File: config.mk
export PLATFORM = sky130hd
export DESIGN_NAME = keypad_code_lock_flat
export DESIGN_NICKNAME = d
export VERILOG_FILES = /design/src/design/kcl_pkg.sv /design/src/design/kcl_if.sv /design/src/design/kcl_csr.sv /design/src/design/keypad_code_lock.sv /design/src/flat_wrapper.sv
export SDC_FILE = /design/constraint.sdc
export NUM_CORES = 1
export LEC_CHECK = 0
export BUFFER_PORTS_ARGS = -buffer_cell sky130_fd_sc_hd__buf_4
export CAP_MARGIN = 20
export CORE_ASPECT_RATIO = 0.6
export CORE_MARGIN = 2
export CORE_UTILIZATION = 56
export CTS_BUF_LIST = sky130_fd_sc_hd__clkbuf_16
export DETAILED_ROUTE_END_ITERATION = 6
export PLACE_DENSITY = 0.87
export RECOVER_POWER = 25
export REMOVE_ABC_BUFFERS = 1
export SKIP_CTS_REPAIR_TIMING = 1
export SYNTH_ARGS = -nofsm -noshare
export SYNTH_HDL_FRONTEND = slang
export SYNTH_HIERARCHICAL = 1
export SYNTH_SLANG_ARGS = --single-unit
File: constraint.sdc
create_clock -name clock -period 5.8 [get_ports clock]
set_input_delay 0.58 -clock clock [delete_from_list [all_inputs] [get_ports clock]]
set_output_delay 0.58 -clock clock [all_outputs]
set_load 0.1 [all_outputs]
File: src/design/kcl_pkg.sv
// ----------------------------------------------------------------------------
// kcl_pkg: shared types and constants of the keypad code lock
// Key and code widths, status codes, register map and configuration struct.
// ----------------------------------------------------------------------------
`default_nettype none

package kcl_pkg;

   localparam int CODE_KEYS = 5;
   localparam int KEY_W     = 8;
   localparam int CODE_W    = KEY_W * CODE_KEYS;
   localparam int KEY_POS_W = (CODE_KEYS > 1) ? $clog2(CODE_KEYS) : 1;
   localparam int FAIL_W    = 3;
   localparam int STATUS_W  = 4;

   localparam int PASSKEY_W = 40;
   localparam int LIMIT_W   = 3;

   localparam int CSR_ADDR_W = 4;
   localparam int CSR_DATA_W = 64;

   localparam logic [FAIL_W-1:0] FAIL_MAX = '1;

   localparam logic [PASSKEY_W-1:0] PASSKEY_RESET = 40'h41_4243_4344;
   localparam logic [LIMIT_W-1:0]   LIMIT_RESET   = 3'd4;
   localparam logic [CODE_W-1:0]    STORED_RESET  = {CODE_KEYS{8'h30}};

   typedef enum logic [0:0] {
      REG_PASSKEY = 1'b0,
      REG_LIMIT   = 1'b1
   } reg_index_type;

   typedef enum logic [STATUS_W-1:0] {
      ST_KEY_TAKEN   = 4'd0,
      ST_GRANTED     = 4'd1,
      ST_CHANGE      = 4'd2,
      ST_OLD_OK      = 4'd3,
      ST_OLD_WRONG   = 4'd4,
      ST_NEW_TAKEN   = 4'd5,
      ST_CHANGED     = 4'd6,
      ST_MISMATCH    = 4'd7,
      ST_WRONG       = 4'd8,
      ST_LOCKOUT     = 4'd9,
      ST_IGNORED     = 4'd10
   } status_type;

   typedef struct packed {
      logic [PASSKEY_W-1:0] master_passkey;
      logic [LIMIT_W-1:0]   max_failures;
   } cfg_type;

endpackage

`default_nettype wire

File: src/design/kcl_if.sv
// ----------------------------------------------------------------------------
// kcl_req_if / kcl_rsp_if: key and result channels
// Valid/ready channels; a word moves when valid and ready are both high.
// ----------------------------------------------------------------------------
`default_nettype none

interface kcl_req_if;
   import kcl_pkg::*;

   logic             valid;
   logic             ready;
   logic [KEY_W-1:0] key_code;

   modport source (output valid, output key_code, input ready);
   modport sink   (input valid, input key_code, output ready);
endinterface

interface kcl_rsp_if;
   import kcl_pkg::*;

   logic                valid;
   logic                ready;
   logic [STATUS_W-1:0] status;
   logic                door_open;
   logic                code_changed;
   logic [FAIL_W-1:0]   failures;

   modport source (output valid, output status, output door_open,
                   output code_changed, output failures, input ready);
   modport sink   (input valid, input status, input door_open,
                   input code_changed, input failures, output ready);
endinterface

`default_nettype wire

File: src/design/kcl_csr.sv
// ----------------------------------------------------------------------------
// kcl_csr: configuration registers
// APB-style access to the master passkey and the failure limit.
// ----------------------------------------------------------------------------
`default_nettype none

module kcl_csr
   import kcl_pkg::*;
(
   input  wire logic                  clock,
   input  wire logic                  reset,
   input  wire logic                  csr_psel,
   input  wire logic                  csr_penable,
   input  wire logic                  csr_pwrite,
   input  wire logic [CSR_ADDR_W-1:0] csr_paddr,
   input  wire logic [CSR_DATA_W-1:0] csr_pwdata,
   output logic      [CSR_DATA_W-1:0] csr_prdata,
   output logic                       csr_pready,
   output cfg_type                    cfg
);

   cfg_type       cfg_ff;
   cfg_type       cfg_in;
   reg_index_type index;
   logic          write;

   assign index      = reg_index_type'(csr_paddr[CSR_ADDR_W-1]);
   assign write      = csr_psel && csr_penable && csr_pwrite;
   assign csr_pready = 1'b1;
   assign cfg        = cfg_ff;

   always_comb begin
      cfg_in = cfg_ff;
      if (write) begin
         unique case (index)
            REG_PASSKEY: cfg_in.master_passkey = csr_pwdata[PASSKEY_W-1:0];
            REG_LIMIT:   cfg_in.max_failures   = csr_pwdata[LIMIT_W-1:0];
            default:     cfg_in = cfg_ff;
         endcase
      end
   end

   always_comb begin
      unique case (index)
         REG_PASSKEY: csr_prdata = CSR_DATA_W'(cfg_ff.master_passkey);
         REG_LIMIT:   csr_prdata = CSR_DATA_W'(cfg_ff.max_failures);
         default:     csr_prdata = '0;
      endcase
   end

   always_ff @(posedge clock) begin
      if (reset) begin
         cfg_ff.master_passkey <= PASSKEY_RESET;
         cfg_ff.max_failures   <= LIMIT_RESET;
      end else begin
         cfg_ff <= cfg_in;
      end
   end

endmodule

`default_nettype wire

File: src/design/keypad_code_lock.sv
// ----------------------------------------------------------------------------
// keypad_code_lock: keypad combination lock
// Gathers key words into codes, checks them against the stored code and the
// master passkey, runs the code change flow and locks after too many failures.
// Result words are registered and show in the cycle after their key word.
// One key word per cycle; the result register stalls keys until it drains.
// Reset: synchronous; clears phase, key count and failures, loads the default
// code and the default passkey and limit.
// ----------------------------------------------------------------------------
`default_nettype none

module keypad_code_lock
   import kcl_pkg::*;
(
   input  wire logic                  clock,
   input  wire logic                  reset,
   kcl_req_if.sink                    req,
   kcl_rsp_if.source                  rsp,
   input  wire logic                  csr_psel,
   input  wire logic                  csr_penable,
   input  wire logic                  csr_pwrite,
   input  wire logic [CSR_ADDR_W-1:0] csr_paddr,
   input  wire logic [CSR_DATA_W-1:0] csr_pwdata,
   output logic      [CSR_DATA_W-1:0] csr_prdata,
   output logic                       csr_pready
);

   typedef enum logic [2:0] {
      PH_ENTRY,
      PH_OLD,
      PH_NEW,
      PH_CONFIRM,
      PH_LOCKED
   } phase_type;

   cfg_type cfg;

   phase_type            phase_ff,  phase_in;
   logic [KEY_POS_W-1:0] pos_ff,    pos_in;
   logic [FAIL_W-1:0]    fail_ff,   fail_in;
   logic [CODE_W-1:0]    stored_ff, stored_in;
   logic [CODE_W-1:0]    entry_ff,  entry_in;
   logic [CODE_W-1:0]    new_ff,    new_in;

   logic                 rsp_valid_ff, rsp_valid_in;
   status_type           status_ff,    status_in;
   logic                 door_ff,      door_in;
   logic                 changed_ff,   changed_in;
   logic [FAIL_W-1:0]    failures_ff,  failures_in;

   logic                 accept;
   logic                 last_key;
   logic [CODE_W-1:0]    code;
   logic [FAIL_W-1:0]    fail_inc;
   logic                 lock_hit;

   kcl_csr u_csr (
      .clock       (clock),
      .reset       (reset),
      .csr_psel    (csr_psel),
      .csr_penable (csr_penable),
      .csr_pwrite  (csr_pwrite),
      .csr_paddr   (csr_paddr),
      .csr_pwdata  (csr_pwdata),
      .csr_prdata  (csr_prdata),
      .csr_pready  (csr_pready),
      .cfg         (cfg)
   );

   assign req.ready        = !rsp_valid_ff || rsp.ready;
   assign accept           = req.valid && req.ready;
   assign rsp.valid        = rsp_valid_ff;
   assign rsp.status       = status_ff;
   assign rsp.door_open    = door_ff;
   assign rsp.code_changed = changed_ff;
   assign rsp.failures     = failures_ff;

   assign code     = (entry_ff << KEY_W) | CODE_W'(req.key_code);
   assign last_key = (pos_ff == KEY_POS_W'(CODE_KEYS - 1));
   assign fail_inc = (fail_ff == FAIL_MAX) ? fail_ff : fail_ff + FAIL_W'(1);
   assign lock_hit = (fail_inc >= cfg.max_failures);

   always_comb begin
      phase_in  = phase_ff;
      pos_in    = pos_ff;
      fail_in   = fail_ff;
      stored_in = stored_ff;
      entry_in  = entry_ff;
      new_in    = new_ff;
      status_in = ST_KEY_TAKEN;
      door_in   = 1'b0;
      changed_in = 1'b0;

      if (phase_ff == PH_LOCKED) begin
         status_in = ST_IGNORED;
      end else begin
         entry_in = code;
         pos_in   = pos_ff + KEY_POS_W'(1);
         if (last_key) begin
            pos_in = '0;
            unique case (phase_ff)
               PH_ENTRY: begin
                  if (code == stored_ff) begin
                     status_in = ST_GRANTED;
                     door_in   = 1'b1;
                     fail_in   = '0;
                  end else if (code == CODE_W'(cfg.master_passkey)) begin
                     status_in = ST_CHANGE;
                     phase_in  = PH_OLD;
                  end else begin
                     fail_in   = fail_inc;
                     status_in = lock_hit ? ST_LOCKOUT : ST_WRONG;
                     phase_in  = lock_hit ? PH_LOCKED : PH_ENTRY;
                  end
               end
               PH_OLD: begin
                  if (code == stored_ff) begin
                     status_in = ST_OLD_OK;
                     fail_in   = '0;
                     phase_in  = PH_NEW;
                  end else begin
                     fail_in   = fail_inc;
                     status_in = lock_hit ? ST_LOCKOUT : ST_OLD_WRONG;
                     phase_in  = lock_hit ? PH_LOCKED : PH_ENTRY;
                  end
               end
               PH_NEW: begin
                  new_in    = code;
                  status_in = ST_NEW_TAKEN;
                  phase_in  = PH_CONFIRM;
               end
               PH_CONFIRM: begin
                  if (code == new_ff) begin
                     stored_in  = code;
                     status_in  = ST_CHANGED;
                     changed_in = 1'b1;
                  end else begin
                     status_in = ST_MISMATCH;
                  end
                  phase_in = PH_ENTRY;
               end
               default: phase_in = PH_LOCKED;
            endcase
         end
      end
      failures_in = fail_in;
   end

   always_comb begin
      rsp_valid_in = rsp_valid_ff;
      if (accept) begin
         rsp_valid_in = 1'b1;
      end else if (rsp.ready) begin
         rsp_valid_in = 1'b0;
      end
   end

   always_ff @(posedge clock) begin
      if (reset) begin
         phase_ff     <= PH_ENTRY;
         pos_ff       <= '0;
         fail_ff      <= '0;
         stored_ff    <= STORED_RESET;
         rsp_valid_ff <= 1'b0;
      end else begin
         rsp_valid_ff <= rsp_valid_in;
         if (accept) begin
            phase_ff  <= phase_in;
            pos_ff    <= pos_in;
            fail_ff   <= fail_in;
            stored_ff <= stored_in;
         end
      end
      if (accept) begin
         entry_ff    <= entry_in;
         new_ff      <= new_in;
         status_ff   <= status_in;
         door_ff     <= door_in;
         changed_ff  <= changed_in;
         failures_ff <= failures_in;
      end
   end

endmodule

`default_nettype wire
File: src/flat_wrapper.sv
// flat-port wrapper written by rule: the top's interface ports become plain ports
module keypad_code_lock_flat import kcl_pkg::*;
  (clock, reset, csr_psel, csr_penable, csr_pwrite, csr_paddr, csr_pwdata, csr_prdata, csr_pready, req_valid, req_key_code, req_ready, rsp_valid, rsp_status, rsp_door_open, rsp_code_changed, rsp_failures, rsp_ready);
  kcl_req_if req_i ();
  kcl_rsp_if rsp_i ();
  input  wire logic clock;
  input  wire logic reset;
  input  wire logic csr_psel;
  input  wire logic csr_penable;
  input  wire logic csr_pwrite;
  input  wire logic [CSR_ADDR_W-1:0] csr_paddr;
  input  wire logic [CSR_DATA_W-1:0] csr_pwdata;
  output logic      [CSR_DATA_W-1:0] csr_prdata;
  output logic csr_pready;
  input wire logic [$bits(req_i.valid)-1:0] req_valid;
  input wire logic [$bits(req_i.key_code)-1:0] req_key_code;
  output wire logic [$bits(req_i.ready)-1:0] req_ready;
  output wire logic [$bits(rsp_i.valid)-1:0] rsp_valid;
  output wire logic [$bits(rsp_i.status)-1:0] rsp_status;
  output wire logic [$bits(rsp_i.door_open)-1:0] rsp_door_open;
  output wire logic [$bits(rsp_i.code_changed)-1:0] rsp_code_changed;
  output wire logic [$bits(rsp_i.failures)-1:0] rsp_failures;
  input wire logic [$bits(rsp_i.ready)-1:0] rsp_ready;
  assign req_i.valid = req_valid;
  assign req_i.key_code = req_key_code;
  assign req_ready = req_i.ready;
  assign rsp_valid = rsp_i.valid;
  assign rsp_status = rsp_i.status;
  assign rsp_door_open = rsp_i.door_open;
  assign rsp_code_changed = rsp_i.code_changed;
  assign rsp_failures = rsp_i.failures;
  assign rsp_i.ready = rsp_ready;
  keypad_code_lock u_core (.clock(clock), .reset(reset), .req(req_i), .rsp(rsp_i), .csr_psel(csr_psel), .csr_penable(csr_penable), .csr_pwrite(csr_pwrite), .csr_paddr(csr_paddr), .csr_pwdata(csr_pwdata), .csr_prdata(csr_prdata), .csr_pready(csr_pready));
endmodule
Word-level counts from Yosys, hierarchy flattened:

Index checks and enable logic that the tools add are counted.
Widths: inputs -> output; s select.

* reductions and logical operators: 16
* add/subtract/negate cells: 2
* $lt $le $gt $ge: 1
* bitwise logic cells: 6
* equal/unequal tests: 10
* muxes and demuxes: 26

Operators by type and width (count)
* $pmux 64 s2: 1
* $eq 40x40->1: 3
* $or 40x8->40: 1
* $mux 3: 11
* $mux 4: 5
* $pmux 4 s4: 1
* $pmux 3 s4: 1
* $eq 3x3->1 const B: 3
* $reduce_and 4->1: 2
* $add 3x1->3 const B: 2
* $eq 3x2->1 const B: 2
* $mux 1: 6
* $pmux 3 s2: 1
* $reduce_and 2->1: 3
* $reduce_or 3->1: 2
* $not 1->1: 5
* $reduce_and 5->1: 1
* $eq 3x1->1 const B: 1
* $ge 3x3->1: 1
* $logic_and 1x1->1: 3
* $logic_not 3->1: 1
* $ne 2x2->1 const B: 1
* $reduce_bool 2->1: 1
* $reduce_or 2->1: 1
* 2 further kinds: 2

* logic and storage cells: 75
* register bits after elaboration: 174
* input bits: 83

Longest topological paths before layout:

* word-level depth: 8
* depth in mapped cells: 10
* mapped depth without buffers: 10

Modules after synthesis:

The synthesis kept the hierarchy.

By module, submodules not included
* keypad_code_lock: seq. area each 3433.3 um2, cells an instance 526, area an instance 6095.8 um2, instances 1
* kcl_csr: seq. area each 860.8 um2, cells an instance 256, area an instance 2326.0 um2, instances 1

Worst setup path after synthesis:

OpenSTA, ideal clock, no wires.

* kind: register to register
* start: reg u_core.rsp_valid_ff, in the netlist u_core/rsp.valid
* end: reg u_core.new_ff[0] (enable)
* arrival: 5.128 ns
* clock period less this slack: 5.615 ns
* cell stages (with the launch flop): 5
* slack: 0.185 ns
* path through: dfxtp_1 > nand2b_1 > nand3_1 > or3_1 > nor3_1

* cells in the longest elaborated chain, start to end: 4

Ends and longest elaborated chain
* from (decl): RTL line keypad_code_lock.sv:45 `logic rsp_valid_ff, rsp_valid_in;`
* from (signal assigned): RTL line keypad_code_lock.sv:166 `rsp_valid_ff <= rsp_valid_in;`
* $logic_not 1->1: RTL line keypad_code_lock.sv:70 `assign req.ready = !rsp_valid_ff || rsp.ready;`
* $logic_or 1x1->1: RTL line keypad_code_lock.sv:70
* net req_ready: RTL line flat_wrapper.sv:17 `output wire logic [$bits(req_i.ready)-1:0] req_ready;`
* $logic_and 1x1->1: RTL line keypad_code_lock.sv:71 `assign accept = req.valid && req.ready;`
* $reduce_and 4->1 (no source line)
* to (signal assigned): RTL line keypad_code_lock.sv:176 `new_ff <= new_in;`
* to (decl): RTL line keypad_code_lock.sv:43 `logic [CODE_W-1:0] new_ff, new_in;`

The timed path passes the listed nets, and every way through them passes these cells.
A chain may end at the register's enable or synchronous reset.

Worst setup path in the final report:

* start: reg u_core.entry_ff[3]
* end: reg u_core.failures_ff[1], in the netlist u_core/rsp.failures[1], data pin

* cells in the longest elaborated chain, start to end: 7
* elaborated cells on any way between the ends: 9
* classes of those cells: 2 x eq/ne; 6 x mux; 1 x bitwise

Ends and longest elaborated chain
* from (decl): RTL line keypad_code_lock.sv:42 `logic [CODE_W-1:0] entry_ff, entry_in;`
* from (signal assigned): RTL line keypad_code_lock.sv:175 `entry_ff <= entry_in;`
* $or 40x8->40 (*): RTL line keypad_code_lock.sv:78 `assign code = (entry_ff << KEY_W) | CODE_W'(req.key_code);`
* $eq 40x40->1: RTL line keypad_code_lock.sv:107 `end else if (code == CODE_W'(cfg.master_passkey)) begin`
* $mux 3: RTL line keypad_code_lock.sv:107
* $mux 3: RTL line keypad_code_lock.sv:103 `if (code == stored_ff) begin`
* $pmux 3 s2 (*): RTL line keypad_code_lock.sv:101 `unique case (phase_ff)`
* $mux 3 (*): RTL line keypad_code_lock.sv:99 `if (last_key) begin`
* $mux 3 (*): RTL line keypad_code_lock.sv:94 `if (phase_ff == PH_LOCKED) begin`
* net u_core.fail_in[1]: RTL line keypad_code_lock.sv:40 `logic [FAIL_W-1:0] fail_ff, fail_in;`
* to (signal assigned): RTL line keypad_code_lock.sv:180 `failures_ff <= failures_in;`
* to (decl): RTL line keypad_code_lock.sv:49 `logic [FAIL_W-1:0] failures_ff, failures_in;`

The timed path passes the listed nets; every way through them passes the cells marked *.

==> summary.md <==
| Metric | Value |
|---|---|
| Worst EP required | 5.98 ns |
| EDFF count, synth | 81 |
| Largest family of logic cells by synthesized area | simple AND/OR/NAND/NOR gates |
| Simple logic cell fraction of the synthesized area | 18.2% |
| Count of final hold-check violations | 0 |
| Setup TNS | 0 ns |
| I/O pins | 159 |
| Worst Path Class, Setup | register to register |
| Detail Route Antenna Nets | 0 |
| CTS Sinks | 174 |
| Worst skew pair latency | 0.42 ns |
| Crit end category | register |
| Pre-antenna DRT Iters | 5 |
| Sequential fraction of the synthesis area | 51.0% |
| Area Growth Syn to Fin | 16.4% |
| Async SR Flop Fraction | 0% |
| Largest net degree at the start of global routing | 114 |
| Hold path cells | 3 |
| Final #Nets | 964 |
| Final worst slack | 2.68 ns |
| Tot GR Track Use | 24.5% |
| Main flop type after synthesis | dfxtp_1 |
| GPL Wtd Cong | 0.851 |
| Worst-margin pin slew | 0.967 ns |
| Post-Route WL | 19200 um |
| DPL Wire Length | 12900 um |
| Fin crit share | 53.8% |
| Synth Cell Area | 8420 um2 |
| Die width | 162 um |
| Crit Path Max Fanout | 6 |
| Place WS | 2.94 ns |
| Wirelength per Cell | 17.7 um |
| Unique masters post-synth | 45 |
| Post-synthesis xor/xnor area fraction | 12.6% |
| Clock Pin Slew Worst Setup and Hold Paths | 0.07 ns |
| Power Density | 291 nW/um2 |
| Die extent in y | 99.0 um |
| Number of endpoints failing setup at the final stage | 0 |
| Total CTS buffers | 17 |
| Pleak | 3.58 nW |
| Core box area | 14600 um2 |
| Setup crit start kind | register |
| Vias per cell | 5.48 |
| Multiplexer share of the synthesized area | 10.3% |
| PortBufs | 106 |
| Max clock buf depth | 2 |
| Depth of the CTS H-tree | 4 |
| Area contributors post-synth | edfxtp_1 (29%), dfxtp_1 (22%), mux2i_1 (9.9%), xnor2_1 (8.4%), nand2b_1 (4.5%) |
| Yosys Warn Count | 6 |
| Status | finished, final reports clean |
| Post-synthesis adder-cell area fraction | 0.891% |
| Site Rows | 34 |
| Most frequent cell after synthesis | dfxtp_1 |
| Initial antenna violation count | 0 |
| DR iter-0 viols | 609 |
| Avg Inst Size Synth | 10.8 um2 |
| Post-Synthesis Cells | 782 |
| Max-cap violation count | 0 |
| Peak supply drop | 148 uV |
| Synth area leader | edfxtp_1 |
| First-pass GRT wire length | 30100 um |
| Crit path DAT | 3.30 ns |
| Drt drc | 0 |
| Root buf cell | clkbuf_16 |
| Worst R2R Path Depth | 7 |
| Vias in the first global route | 5686 |
| Initial Utilization | 57.7% |
| Compound-cell area share of the yosys netlist | 2.18% |
| DR vias | 5954 |
| RSZ-0062 raised after global routing | no |
| Synth top area share | 28.9% |
| Full die area | 16100 um2 |
| Worst rel slew slack | 35.5% |
| Most frequent cells after synthesis | dfxtp_1 (93), mux2i_1 (83), edfxtp_1 (81), xnor2_1 (81), nand2_1 (69) |
| Total grt overflow | 0 |
| Min cycle time layout | 3.12 ns |
| Max Freq | 320 MHz |
| CTS tree | built |
| FF+latch count, synth | 174 |
| Hold WC Path Type | primary input to register |
| Clk_skew | 0.00682 ns |
| Layout cell share with drive strength beyond 1 | 15.7% |
| Fin. max-slew vios | 0 |
| Ant. Diodes | 0 |
-- cell usage in the layout (no fill, tap or decap), types with 2 or more instances in the layout --
cell	instances
inv_1	10
a21oi_1	7
mux2i_1	83
nor2b_1	38
bufinv_16	3
ha_1	6
buf_4	103
nand4_1	22
nand3_1	12
nor2_1	55
xnor2_1	81
o21ai_0	8
xor2_1	40
nor3_1	7
nand2_1	69
or3_1	2
a32o_1	2
mux2_2	3
edfxtp_1	81
clkinv_1	5
nand2b_1	60
clkinvlp_4	2
or2_2	2
and3_1	4
clkbuf_1	9
dfxtp_1	93
conb_1	25
a31oi_1	2
clkbuf_16	18
nor4_1	14
o32ai_1	2
-- cell type report --
class | instances | area [um2]
Clock inverter | 14 | 148
Fill cell | 1073 | 4790
Tap cell | 198 | 248
Multi-Input combinational cell | 561 | 3820
Clock buffer | 18 | 450
Timing Repair Buffer | 112 | 807
Inverter | 9 | 33.8
Sequential cell | 174 | 4290
-- stage by stage --
step | power (mW) | cell area [um2] | utilization (%) | instances | hold WS (ns)
floorplan | 1.61 | 8140 | - | 744 | 0.446
global placement | 1.71 | 9240 | 63.3 | 1054 | 0.454
detailed placement | 1.72 | 9240 | 63.3 | 1054 | 0.462
CTS | 2.86 | 9830 | 67.4 | 1086 | 0.399
global route | 2.94 | 9800 | 67.2 | 1086 | 0.416
finish | 2.85 | 9800 | 67.2 | 1086 | 0.408
-- critical path, stage by stage (launching register included) --
cell and delay, ns:
edfxtp_1 0.32, clkbuf_1 0.44, xor2_1 0.17, nor4_1 0.66, nand4_1 0.22, nor3_1 0.57
o21ai_0 0.25, a32o_1 0.25
-- sequential cells by signal, indices dropped and copies added, names as in the netlist --
| name | count |
|---|---|
| u_core/rsp.code_changed | 1 |
| u_core/rsp.valid | 1 |
| u_core/fail_ff | 3 |
| u_core/new_ff | 40 |
| u_core/pos_ff | 3 |
| u_core/stored_ff | 40 |
| u_core/rsp.failures | 3 |
| u_core/rsp.door_open | 1 |
| u_core/u_csr/cfg | 43 |
| u_core/entry_ff | 32 |
| u_core/rsp.status | 4 |
| u_core/phase_ff | 3 |
-- worst paths after layout --
path,slack (ns),end,startpoint
max,2.68,u_core/rsp.failures[1],u_core/entry_ff[3]
max reg2reg,2.68,u_core/rsp.failures[1],u_core/entry_ff[3]
min reg2reg,0.47,u_core/stored_ff[35],u_core/stored_ff[35]
min,0.41,u_core/u_csr/cfg[25],csr_pwdata[22]
-- routing by layer --
layer / track usage, % / vias up / routed length, um / part of all wire [%]
met3: 5.89 / 27 / 1680 / 8.8
met2: 35.4 / 251 / 8380 / 44
met5: 0 / - / 0 / 0
li1: - / 2794 / - / -
met4: 7.90 / 0 / 225 / 1.2
met1: 36.2 / 2882 / 8920 / 46
-- kinds of logic after synthesis --
family                   after synthesis
AO/OA/AOI/OAI                         28
XOR/XNOR                             121
adder cells (fa/ha/maj)                6
buffers and inverters                 70
flip-flops                           174
multiplexers                          86
other                                  2
AND/OR/NAND/NOR                      295
-- power breakdown --
part           switching, mW  total (mW)  internal, mW
registers             0.0405        1.35          1.31
logic                  0.247       0.340        0.0929
clock network          0.467        1.16         0.694
total                  0.755        2.85          2.10
Power figures use the tool's default switching activity.
